### src/rtl/core/tnorm_pkg.sv
package tnorm_pkg;

  localparam int PUNCT_DEPTH = 16;
  localparam int PIDX_W = (PUNCT_DEPTH > 1) ? $clog2(PUNCT_DEPTH) : 1;
  localparam int PCNT_W = $clog2(PUNCT_DEPTH + 1);

  localparam int QUEUE_DEPTH = 4;
  localparam int QPTR_W = $clog2(QUEUE_DEPTH);

  localparam logic KIND_BYTE = 1'b0;
  localparam logic KIND_MARK = 1'b1;

  localparam logic [7:0] LEAD_D0  = 8'hD0;
  localparam logic [7:0] LEAD_D1  = 8'hD1;
  localparam logic [7:0] CYR_LO   = 8'h90;
  localparam logic [7:0] CYR_MID  = 8'hA0;
  localparam logic [7:0] CYR_HI   = 8'hAF;
  localparam logic [7:0] CASE_OFS = 8'h20;
  localparam logic [7:0] LAT_A    = 8'h41;
  localparam logic [7:0] LAT_Z    = 8'h5A;

  typedef struct packed {
    logic       kind;
    logic [7:0] data;
  } tail_t;

  typedef struct packed {
    logic              wr_en;
    logic [PIDX_W-1:0] wr_idx;
    logic [7:0]        wr_data;
    logic [PCNT_W-1:0] flush_cnt;
    logic [1:0]        n_tail;
    tail_t             tail0;
    tail_t             tail1;
    logic              ovf;
  } cmd_t;

  typedef enum logic [1:0] {
    B_IDLE,
    B_FLUSH,
    B_TAIL
  } back_state_e;

  function automatic logic is_space(input logic [7:0] b);
    return (b == 8'h20) || (b >= 8'h09 && b <= 8'h0D);
  endfunction

  function automatic logic is_punct(input logic [7:0] b);
    return (b >= 8'h21 && b <= 8'h2F) || (b >= 8'h3A && b <= 8'h40) ||
           (b >= 8'h5B && b <= 8'h60) || (b >= 8'h7B && b <= 8'h7E);
  endfunction

endpackage

### src/rtl/core/tnorm_if.sv
interface tnorm_in_if;
  logic       valid;
  logic       ready;
  logic [7:0] in_byte;
  logic       end_of_text;

  modport source (output valid, output in_byte, output end_of_text, input ready);
  modport sink (input valid, input in_byte, input end_of_text, output ready);
endinterface

interface tnorm_out_if;
  logic       valid;
  logic       ready;
  logic       kind;
  logic [7:0] out_byte;
  logic       overflow;
  logic       run_last;

  modport source (output valid, output kind, output out_byte, output overflow,
                  output run_last, input ready);
  modport sink (input valid, input kind, input out_byte, input overflow,
                input run_last, output ready);
endinterface

interface tnorm_cfg_if;
  logic valid;
  logic ready;
  logic strip_punct;

  modport source (output valid, output strip_punct, input ready);
  modport sink (input valid, input strip_punct, output ready);
endinterface

### src/rtl/core/tnorm_front.sv
module tnorm_front
  import tnorm_pkg::*;
(
  input  logic       clk_i,
  input  logic       rst_ni,
  tnorm_in_if.sink   in_i,
  tnorm_cfg_if.sink  cfg_i,
  input  logic       full_i,
  output logic       push_o,
  output cmd_t       cmd_o
);

  logic              strip_q, strip_d;
  logic              ts_q, ts_d;
  logic              held_q, held_d;
  logic [PCNT_W-1:0] cnt_q, cnt_d;
  logic              ovf_q, ovf_d;
  logic              accept;
  logic [7:0]        b;
  logic              is_close;
  logic              is_lat;
  tail_t             cur;

  assign in_i.ready  = !full_i;
  assign cfg_i.ready = 1'b1;
  assign accept      = in_i.valid && in_i.ready;
  assign b           = in_i.in_byte;
  assign is_close    = in_i.end_of_text || is_space(b);
  assign is_lat      = (b >= LAT_A) && (b <= LAT_Z);

  always_comb begin
    cur.kind = KIND_BYTE;
    cur.data = is_lat ? 8'(b + CASE_OFS) : b;
  end

  always_comb begin
    strip_d = cfg_i.valid ? cfg_i.strip_punct : strip_q;
    ts_d    = ts_q;
    held_d  = held_q;
    cnt_d   = cnt_q;
    ovf_d   = ovf_q;

    cmd_o.wr_en      = 1'b0;
    cmd_o.wr_idx     = cnt_q[PIDX_W-1:0];
    cmd_o.wr_data    = b;
    cmd_o.flush_cnt  = '0;
    cmd_o.n_tail     = 2'd0;
    cmd_o.tail0      = '{kind: KIND_BYTE, data: LEAD_D0};
    cmd_o.tail1      = '{kind: KIND_MARK, data: 8'h00};
    cmd_o.ovf        = ovf_q;

    if (is_close) begin
      if (held_q) begin
        cmd_o.n_tail = 2'd2;
      end else if (ts_q) begin
        cmd_o.tail0  = '{kind: KIND_MARK, data: 8'h00};
        cmd_o.n_tail = 2'd1;
      end
      ts_d   = 1'b0;
      held_d = 1'b0;
      cnt_d  = '0;
      ovf_d  = 1'b0;
    end else if (strip_q && is_punct(b)) begin
      if (held_q) begin
        cmd_o.n_tail = 2'd1;
        held_d       = 1'b0;
      end
      if (ts_q) begin
        if (cnt_q < PCNT_W'(PUNCT_DEPTH)) begin
          cmd_o.wr_en = 1'b1;
          cnt_d       = PCNT_W'(cnt_q + 1'b1);
        end else begin
          ovf_d = 1'b1;
        end
      end
    end else begin
      cmd_o.flush_cnt = cnt_q;
      cnt_d           = '0;
      ts_d            = 1'b1;
      held_d          = 1'b0;
      if (held_q) begin
        if (b >= CYR_LO && b < CYR_MID) begin
          cmd_o.tail1  = '{kind: KIND_BYTE, data: 8'(b + CASE_OFS)};
          cmd_o.n_tail = 2'd2;
        end else if (b >= CYR_MID && b <= CYR_HI) begin
          cmd_o.tail0  = '{kind: KIND_BYTE, data: LEAD_D1};
          cmd_o.tail1  = '{kind: KIND_BYTE, data: 8'(b - CASE_OFS)};
          cmd_o.n_tail = 2'd2;
        end else if (b == LEAD_D0) begin
          cmd_o.n_tail = 2'd1;
          held_d       = 1'b1;
        end else begin
          cmd_o.tail1  = cur;
          cmd_o.n_tail = 2'd2;
        end
      end else if (b == LEAD_D0) begin
        held_d = 1'b1;
      end else begin
        cmd_o.tail0  = cur;
        cmd_o.n_tail = 2'd1;
      end
    end
  end

  assign push_o = accept &&
                  (cmd_o.wr_en || (cmd_o.flush_cnt != '0) || (cmd_o.n_tail != 2'd0));

  always_ff @(posedge clk_i or negedge rst_ni) begin
    if (!rst_ni) begin
      strip_q <= 1'b1;
      ts_q    <= 1'b0;
      held_q  <= 1'b0;
      cnt_q   <= '0;
      ovf_q   <= 1'b0;
    end else begin
      strip_q <= strip_d;
      if (accept) begin
        ts_q   <= ts_d;
        held_q <= held_d;
        cnt_q  <= cnt_d;
        ovf_q  <= ovf_d;
      end
    end
  end

`ifndef SYNTHESIS
  a_held_in_token: assert property (@(posedge clk_i) disable iff (!rst_ni)
    held_q |-> ts_q)
    else $error("lead byte held outside a started token");

  a_cnt_range: assert property (@(posedge clk_i) disable iff (!rst_ni)
    cnt_q <= PCNT_W'(PUNCT_DEPTH))
    else $error("punctuation count beyond buffer depth");
`endif

endmodule

### src/rtl/core/tnorm_queue.sv
module tnorm_queue
  import tnorm_pkg::*;
(
  input  logic clk_i,
  input  logic rst_ni,
  input  logic push_i,
  input  cmd_t cmd_i,
  output logic full_o,
  input  logic pop_i,
  output logic empty_o,
  output cmd_t cmd_o
);

  cmd_t              mem_q [QUEUE_DEPTH];
  logic [QPTR_W-1:0] wr_ptr_q, rd_ptr_q;
  logic [QPTR_W:0]   count_q;
  logic              do_push, do_pop;

  assign full_o  = (count_q == (QPTR_W+1)'(QUEUE_DEPTH));
  assign empty_o = (count_q == '0);
  assign cmd_o   = mem_q[rd_ptr_q];
  assign do_push = push_i && !full_o;
  assign do_pop  = pop_i && !empty_o;

  always_ff @(posedge clk_i) begin
    if (do_push) begin
      mem_q[wr_ptr_q] <= cmd_i;
    end
  end

  always_ff @(posedge clk_i or negedge rst_ni) begin
    if (!rst_ni) begin
      wr_ptr_q <= '0;
      rd_ptr_q <= '0;
      count_q  <= '0;
    end else begin
      if (do_push) begin
        wr_ptr_q <= QPTR_W'(wr_ptr_q + 1'b1);
      end
      if (do_pop) begin
        rd_ptr_q <= QPTR_W'(rd_ptr_q + 1'b1);
      end
      if (do_push && !do_pop) begin
        count_q <= (QPTR_W+1)'(count_q + 1'b1);
      end else if (do_pop && !do_push) begin
        count_q <= (QPTR_W+1)'(count_q - 1'b1);
      end
    end
  end

`ifndef SYNTHESIS
  a_count_range: assert property (@(posedge clk_i) disable iff (!rst_ni)
    count_q <= (QPTR_W+1)'(QUEUE_DEPTH))
    else $error("queue count beyond depth");
`endif

endmodule

### src/rtl/core/tnorm_back.sv
module tnorm_back
  import tnorm_pkg::*;
(
  input  logic        clk_i,
  input  logic        rst_ni,
  input  logic        empty_i,
  input  cmd_t        cmd_i,
  output logic        pop_o,
  tnorm_out_if.source out_o
);

  back_state_e       state_q, state_d;
  logic [PCNT_W-1:0] idx_q, idx_d;
  logic              tsel_q, tsel_d;
  logic [7:0]        rd_data_q;
  logic [7:0]        pbuf_mem [PUNCT_DEPTH];
  logic              mem_we;
  logic              can_emit, emit;
  logic              emit_kind, emit_last;
  logic [7:0]        emit_byte;
  logic              last_flush;
  tail_t             sel_tail;
  logic              out_valid_q;
  logic              kind_q, ovf_q, last_q;
  logic [7:0]        byte_q;

  assign can_emit   = !out_valid_q || out_o.ready;
  assign last_flush = (idx_q == PCNT_W'(cmd_i.flush_cnt - 1'b1));
  assign sel_tail   = tsel_q ? cmd_i.tail1 : cmd_i.tail0;

  always_comb begin
    state_d   = state_q;
    idx_d     = idx_q;
    tsel_d    = tsel_q;
    pop_o     = 1'b0;
    mem_we    = 1'b0;
    emit      = 1'b0;
    emit_kind = KIND_BYTE;
    emit_byte = cmd_i.tail0.data;
    emit_last = 1'b0;
    unique case (state_q)
      B_IDLE: begin
        if (!empty_i) begin
          if (cmd_i.flush_cnt != '0) begin
            state_d = B_FLUSH;
            idx_d   = '0;
          end else if (cmd_i.n_tail == 2'd0) begin
            pop_o  = 1'b1;
            mem_we = cmd_i.wr_en;
          end else if (can_emit) begin
            emit      = 1'b1;
            emit_kind = cmd_i.tail0.kind;
            emit_byte = cmd_i.tail0.data;
            emit_last = (cmd_i.n_tail == 2'd1);
            mem_we    = cmd_i.wr_en;
            if (cmd_i.n_tail == 2'd1) begin
              pop_o = 1'b1;
            end else begin
              state_d = B_TAIL;
              tsel_d  = 1'b1;
            end
          end
        end
      end
      B_FLUSH: begin
        if (can_emit) begin
          emit      = 1'b1;
          emit_kind = KIND_BYTE;
          emit_byte = rd_data_q;
          emit_last = last_flush && (cmd_i.n_tail == 2'd0);
          idx_d     = PCNT_W'(idx_q + 1'b1);
          if (last_flush) begin
            if (cmd_i.n_tail == 2'd0) begin
              pop_o   = 1'b1;
              state_d = B_IDLE;
            end else begin
              state_d = B_TAIL;
              tsel_d  = 1'b0;
            end
          end
        end
      end
      B_TAIL: begin
        if (can_emit) begin
          emit      = 1'b1;
          emit_kind = sel_tail.kind;
          emit_byte = sel_tail.data;
          emit_last = ({1'b0, tsel_q} == 2'(cmd_i.n_tail - 2'd1));
          if (emit_last) begin
            pop_o   = 1'b1;
            state_d = B_IDLE;
          end else begin
            tsel_d = 1'b1;
          end
        end
      end
      default: begin
        state_d = B_IDLE;
      end
    endcase
  end

  always_ff @(posedge clk_i) begin
    if (mem_we) begin
      pbuf_mem[cmd_i.wr_idx] <= cmd_i.wr_data;
    end
    rd_data_q <= pbuf_mem[idx_d[PIDX_W-1:0]];
  end

  always_ff @(posedge clk_i or negedge rst_ni) begin
    if (!rst_ni) begin
      state_q     <= B_IDLE;
      idx_q       <= '0;
      tsel_q      <= 1'b0;
      out_valid_q <= 1'b0;
    end else begin
      state_q <= state_d;
      idx_q   <= idx_d;
      tsel_q  <= tsel_d;
      if (emit) begin
        out_valid_q <= 1'b1;
      end else if (out_o.ready) begin
        out_valid_q <= 1'b0;
      end
    end
  end

  always_ff @(posedge clk_i) begin
    if (emit) begin
      kind_q <= emit_kind;
      byte_q <= emit_byte;
      ovf_q  <= cmd_i.ovf;
      last_q <= emit_last;
    end
  end

  assign out_o.valid    = out_valid_q;
  assign out_o.kind     = kind_q;
  assign out_o.out_byte = byte_q;
  assign out_o.overflow = ovf_q;
  assign out_o.run_last = last_q;

`ifndef SYNTHESIS
  a_flush_idx: assert property (@(posedge clk_i) disable iff (!rst_ni)
    (state_q == B_FLUSH) |-> (idx_q < cmd_i.flush_cnt) && !empty_i)
    else $error("flush index past buffered count");
`endif

endmodule

### src/rtl/core/text_token_normalizer_unit.sv
// text token normalizer
// in_i: one text byte per transaction (in_byte, end_of_text); accepted when
//   valid and ready are both high. whitespace or end_of_text closes a word
// cfg_i: one-bit strip_punct write, always ready; the user writes it only while
//   the block idles, which the block itself does not enforce
// out_o: one normalized byte or end-of-token marker per transaction, with
//   overflow and run_last (set on the last result of an input byte)
// a front stage classifies each byte and queues a command when there is work;
// a back stage turns each command into 0 to 17 results through a one-entry
// output register. path: the queue entry, then the output register; a flush of
//   buffered punctuation first reads the punctuation memory into a register
// throughput: the back stage gives one result per cycle while the output is not
//   stalled, so a plain text byte sustains one per cycle. a 4-entry command
//   queue absorbs bursts, input ready drops while it is full
// reset: word state clears, strip_punct comes up set, queue and output empty
// a stalled receiver holds the output register; the back stage then stops and
// the queue fills before input ready drops
module text_token_normalizer_unit
  import tnorm_pkg::*;
(
  input  logic        clk_i,
  input  logic        rst_ni,
  tnorm_in_if.sink    in_i,
  tnorm_cfg_if.sink   cfg_i,
  tnorm_out_if.source out_o
);

  logic q_full, q_empty, q_push, q_pop;
  cmd_t cmd_in, cmd_head;

  tnorm_front u_front (
    .clk_i  (clk_i),
    .rst_ni (rst_ni),
    .in_i   (in_i),
    .cfg_i  (cfg_i),
    .full_i (q_full),
    .push_o (q_push),
    .cmd_o  (cmd_in)
  );

  tnorm_queue u_queue (
    .clk_i   (clk_i),
    .rst_ni  (rst_ni),
    .push_i  (q_push),
    .cmd_i   (cmd_in),
    .full_o  (q_full),
    .pop_i   (q_pop),
    .empty_o (q_empty),
    .cmd_o   (cmd_head)
  );

  tnorm_back u_back (
    .clk_i   (clk_i),
    .rst_ni  (rst_ni),
    .empty_i (q_empty),
    .cmd_i   (cmd_head),
    .pop_o   (q_pop),
    .out_o   (out_o)
  );

endmodule
### src/flat_wrapper.sv
// flat-port wrapper written by rule: the top's interface ports become plain ports
module text_token_normalizer_unit_flat import tnorm_pkg::*;
  (clk_i, rst_ni, in_i_valid, in_i_in_byte, in_i_end_of_text, in_i_ready, cfg_i_valid, cfg_i_strip_punct, cfg_i_ready, out_o_valid, out_o_kind, out_o_out_byte, out_o_overflow, out_o_run_last, out_o_ready);
  tnorm_in_if in_i_i ();
  tnorm_cfg_if cfg_i_i ();
  tnorm_out_if out_o_i ();
  input  logic clk_i;
  input  logic rst_ni;
  input wire logic [$bits(in_i_i.valid)-1:0] in_i_valid;
  input wire logic [$bits(in_i_i.in_byte)-1:0] in_i_in_byte;
  input wire logic [$bits(in_i_i.end_of_text)-1:0] in_i_end_of_text;
  output wire logic [$bits(in_i_i.ready)-1:0] in_i_ready;
  input wire logic [$bits(cfg_i_i.valid)-1:0] cfg_i_valid;
  input wire logic [$bits(cfg_i_i.strip_punct)-1:0] cfg_i_strip_punct;
  output wire logic [$bits(cfg_i_i.ready)-1:0] cfg_i_ready;
  output wire logic [$bits(out_o_i.valid)-1:0] out_o_valid;
  output wire logic [$bits(out_o_i.kind)-1:0] out_o_kind;
  output wire logic [$bits(out_o_i.out_byte)-1:0] out_o_out_byte;
  output wire logic [$bits(out_o_i.overflow)-1:0] out_o_overflow;
  output wire logic [$bits(out_o_i.run_last)-1:0] out_o_run_last;
  input wire logic [$bits(out_o_i.ready)-1:0] out_o_ready;
  assign in_i_i.valid = in_i_valid;
  assign in_i_i.in_byte = in_i_in_byte;
  assign in_i_i.end_of_text = in_i_end_of_text;
  assign in_i_ready = in_i_i.ready;
  assign cfg_i_i.valid = cfg_i_valid;
  assign cfg_i_i.strip_punct = cfg_i_strip_punct;
  assign cfg_i_ready = cfg_i_i.ready;
  assign out_o_valid = out_o_i.valid;
  assign out_o_kind = out_o_i.kind;
  assign out_o_out_byte = out_o_i.out_byte;
  assign out_o_overflow = out_o_i.overflow;
  assign out_o_run_last = out_o_i.run_last;
  assign out_o_i.ready = out_o_ready;
  text_token_normalizer_unit u_core (.clk_i(clk_i), .rst_ni(rst_ni), .in_i(in_i_i), .cfg_i(cfg_i_i), .out_o(out_o_i));
endmodule
### config.mk
export PLATFORM = sky130hd
export DESIGN_NAME = text_token_normalizer_unit_flat
export DESIGN_NICKNAME = d
export VERILOG_FILES = /design/src/rtl/core/tnorm_pkg.sv /design/src/rtl/core/tnorm_if.sv /design/src/rtl/core/tnorm_front.sv /design/src/rtl/core/tnorm_queue.sv /design/src/rtl/core/tnorm_back.sv /design/src/rtl/core/text_token_normalizer_unit.sv /design/src/flat_wrapper.sv
export SDC_FILE = /design/constraint.sdc
export NUM_CORES = 1
export LEC_CHECK = 0
export ABC_CLOCK_PERIOD_IN_PS = 10500
export BUFFER_PORTS_ARGS = -buffer_cell sky130_fd_sc_hd__buf_4
export CAP_MARGIN = 40
export CORE_ASPECT_RATIO = 1.1
export CORE_MARGIN = 2
export CORE_UTILIZATION = 65
export DETAILED_ROUTE_END_ITERATION = 8
export PLACE_DENSITY = 0.78
export SETUP_SLACK_MARGIN = 0.3
export SLEW_MARGIN = 40
export SYNTH_ARGS = -nofsm -noshare
export SYNTH_HDL_FRONTEND = slang
export SYNTH_SLANG_ARGS = --single-unit
export TNS_END_PERCENT = 5
### constraint.sdc
create_clock -name clk_i -period 10.5 [get_ports clk_i]
set_clock_uncertainty 0.05 [all_clocks]
set_input_delay 1.05 -clock clk_i [delete_from_list [all_inputs] [get_ports clk_i]]
set_output_delay 1.05 -clock clk_i [all_outputs]
set_load 0.02 [all_outputs]
==> results.yml <==
synthesis:
  synth_edf_count: 295
  ys_seq_elements: 328
  synth-compound-area-share_pct: 10.4
  syn_nets: 976
  ys_warn_count: 0
  yosysMostFrequentCell: "edfxtp_1"
  synth_top_family_by_area: "compound AO/OA/AOI/OAI gates"
  ys.flop_type: "edfxtp_1"
  synth_simple_gate_area_share_pct: 6.49
  synth_cells: 942
  synth.top_cell.area_share_pct: 62.0
  synth_top_area_cell: "edfxtp_1"
  synth_xor_area_share_pct: 1.10
  synthMuxAreaShare_pct: 9.47
  syn_area_per_cell_um2: 15.2
  ys_types: 74
  synth_seq_area_share_pct: 67.5
  synthAdderAreaFrac_pct: 1.72
  synthArstFlopShare_pct: 7.62
  syn-cell-area_mm2: 0.0143
  synth.top_cells.by_area: "edfxtp_1 (62%), mux4_2 (6.1%), dfrtp_1 (4.2%)"
  synthTopCellsByCount: "edfxtp_1 (295), inv_1 (65), o21ai_0 (57)"
place:
  post-dp-hpwl_um: 18700
  port_buffers: 27
  dp_cells: 1215
  gp_congestion: 0.887
finish:
  area_growth_pct: 10.8
  finalNonFillerCells: 1273
  fillers: 1346
  layout-drive-gt1-share_pct: 16.8
  multi_input_area_mm2: 0.00425
  nNetsFinal: 992
  diodes: 0
  ff_latch_area_mm2: 0.00965
timing:
  fmax_ghz: 0.225
  setup_tns_ps: 0
  timing.hold.ws_ps: 359
  fin_crit_ps: 4450
  max-slew-margin-rel_pct: 43.7
  tightest_slew_ps: 841
  hold_violations: 0
  rsz0062_at_grt: "no"
  finalCritPeriodShare_pct: 42.3
  slew_viol_final: 0
  final-setup-viol-count: 0
drt:
  drt-wirelength-per-cell_um: 23.2
  drt_iter0_drc: 817
  viasPerCell: 6.50
  vias: 8270
  antenna_left: 0
  drt_wl_total_um: 29600
  drc: 0
  dr.pass1.iters: 5
worst_setup_path:
  r2r_slack_ps: 6050
  worstSetupEndpointType: "flop"
  reg2reg_to: "u_core.u_back.pbuf_mem[4][4]"
  critical_path_required_ps: 10630
  reg2reg_depth: 8
  start_kind: "flop"
  cp.arrival_ps: 4580
  critPathMaxFanout: 35
  worstReg2RegStart: "u_core.u_queue.rd_ptr_q[0]"
  criticalPathCategory: "flop to flop"
global_route:
  grt_max_degree: 66
  grt_pass1_wl_um: 46900
  grt_usage_pct: 26.1
  antenna_found_initial: 0
  globalRouteOverflowTotal: 0
  grt_pass1_vias: 8148
cts:
  clock_sinks: 328
  cts_buffers: 31
  cts.repair.resized: 0
  cts_tree: "done"
  clockBufferDepth: 3
  htree_levels: 1
  clk_pin_slew_ps: 60
  insertion_delay_ps: 580
  postCtsSetupRepairBufs: 0
  root_buffer: "clkbuf_16"
  ctsHoldBuffers: 0
power_and_ir_drop:
  internal_power_mw: 2.86
  power_leakage_nw: 5.70
  p_switching_mw: 1.34
  switching_share_pct: 31.9
  power_density_mw_per_mm2: 266
  clkPwrFrac_pct: 27.7
  p_seq_share_pct: 42.9
  peakVddDrop_uv: 183
  combPwrFrac_pct: 29.4
flow_run:
  max_cap_violations: 0
floorplanning:
  rows: 56
  io_pins: 29
  dieHeight_um: 159
  fp.dieArea_mm2: 0.0232
  core_area_mm2: 0.0214
  die_w_um: 145
  start_util_pct: 66.6
hold_path:
  hold_path_class: "primary input to async pin"
status:
  outcome: "complete, no violations"
-- cells in the final DEF, fill, tap and decap left out, drive strengths merged, types with 21 or more instances in the layout --
cell type  Yosys  layout
edfxtp       295     295
inv           65      66
o21ai         57      57
nor2          56      56
clkbuf        35      42
mux4          39      39
mux2          35      35
buf           15      33
o311ai        33      33
o211a         32      32
nand2         29      29
dfrtp         24      24
a21oi         21      21
-- flip-flops by register name, indices dropped and copies added (netlist names) --
name,count
u_core.u_back.pbuf_mem,128
u_core.u_queue.mem_q,156
u_core.u_front.ts_q,1
u_core.u_front.ovf_q,1
u_core.u_back.state_q,2
u_core.u_front.held_q,1
u_core.u_back.out_o.out_byte,8
u_core.u_back.out_o.kind,1
u_core.u_queue.wr_ptr_q,2
u_core.u_back.rd_data_q,8
u_core.u_back.idx_q,5
u_core.u_back.out_o.overflow,1
u_core.u_front.strip_q,1
u_core.u_back.out_o.run_last,1
u_core.u_back.out_o.valid,1
u_core.u_queue.count_q,3
u_core.u_front.cnt_q,5
u_core.u_back.tsel_q,1
u_core.u_queue.rd_ptr_q,2
-- layout make-up --
cell class,count,share of cell area (%)
clock buffers,42,5.29
clock inverters,16,1.49
inverters,65,1.54
multi-input cells,499,26.8
flip-flops and latches,328,61.0
well taps,290,2.29
repair buffers,33,1.57
-- routing by layer --
layer	track usage [%]	vias up	part of all wire [%]
met2	44.5	297	51
met4	7.00	0	2.3
met5	0	-	0
met3	3.47	59	6.0
li1	-	3720	-
met1	36.3	4194	41
-- logic make-up after synthesis --
kind of cell,count (synthesis)
AOI/OAI and AO/OA,201
xor gates and xnor gates,18
adders and majority gates,19
buffers and inverters,115
DFF,328
muxes,82
other,1
and+or+nand+nor,178
-- power by group through the flow --
stage,Clock (mW),Combinational [mW],Sequential (mW)
after floorplan,0,0.873,1.79
after global placement,0,1.20,1.82
after detailed placement,0,1.22,1.82
after CTS,1.18,1.23,1.80
after global routing,1.23,1.34,1.82
final,1.17,1.24,1.80
-- through the flow --
stage	worst slack (ps)	util (%)	area [um^2]	total power [mW]
final	6050	73.8	15800	4.20
after global routing	5830	73.8	15800	4.38
after CTS	6020	73.8	15800	4.21
after detailed placement	5980	68.8	14700	3.05
after global placement	5970	68.7	14700	3.02
after floorplan	6240	-	14300	2.66
-- worst max-delay path by stage --
stage	start	depth (start not counted)	end
after floorplan	in_i_in_byte[3]	8	u_core.u_queue.mem_q[0][0]
after global placement	u_core.u_queue.rd_ptr_q[1]	8	u_core.u_back.pbuf_mem[0][6]
after detailed placement	out_o_ready	10	u_core.u_back.rd_data_q[1]
after CTS	u_core.u_queue.rd_ptr_q[0]	8	u_core.u_back.pbuf_mem[0][2]
after global routing	u_core.u_queue.rd_ptr_q[0]	8	u_core.u_back.pbuf_mem[4][7]
final	u_core.u_queue.rd_ptr_q[0]	8	u_core.u_back.pbuf_mem[4][4]
-- critical path: stages, from the launching register on --
cell and delay [ps]:
dfrtp_2 570, buf_4 620, mux4_2 640, inv_1 80, ha_1 270, o21ai_0 130, nor3_1 480, or3b_2 580
nor2_1 610
Power figures use the tool's default switching activity.
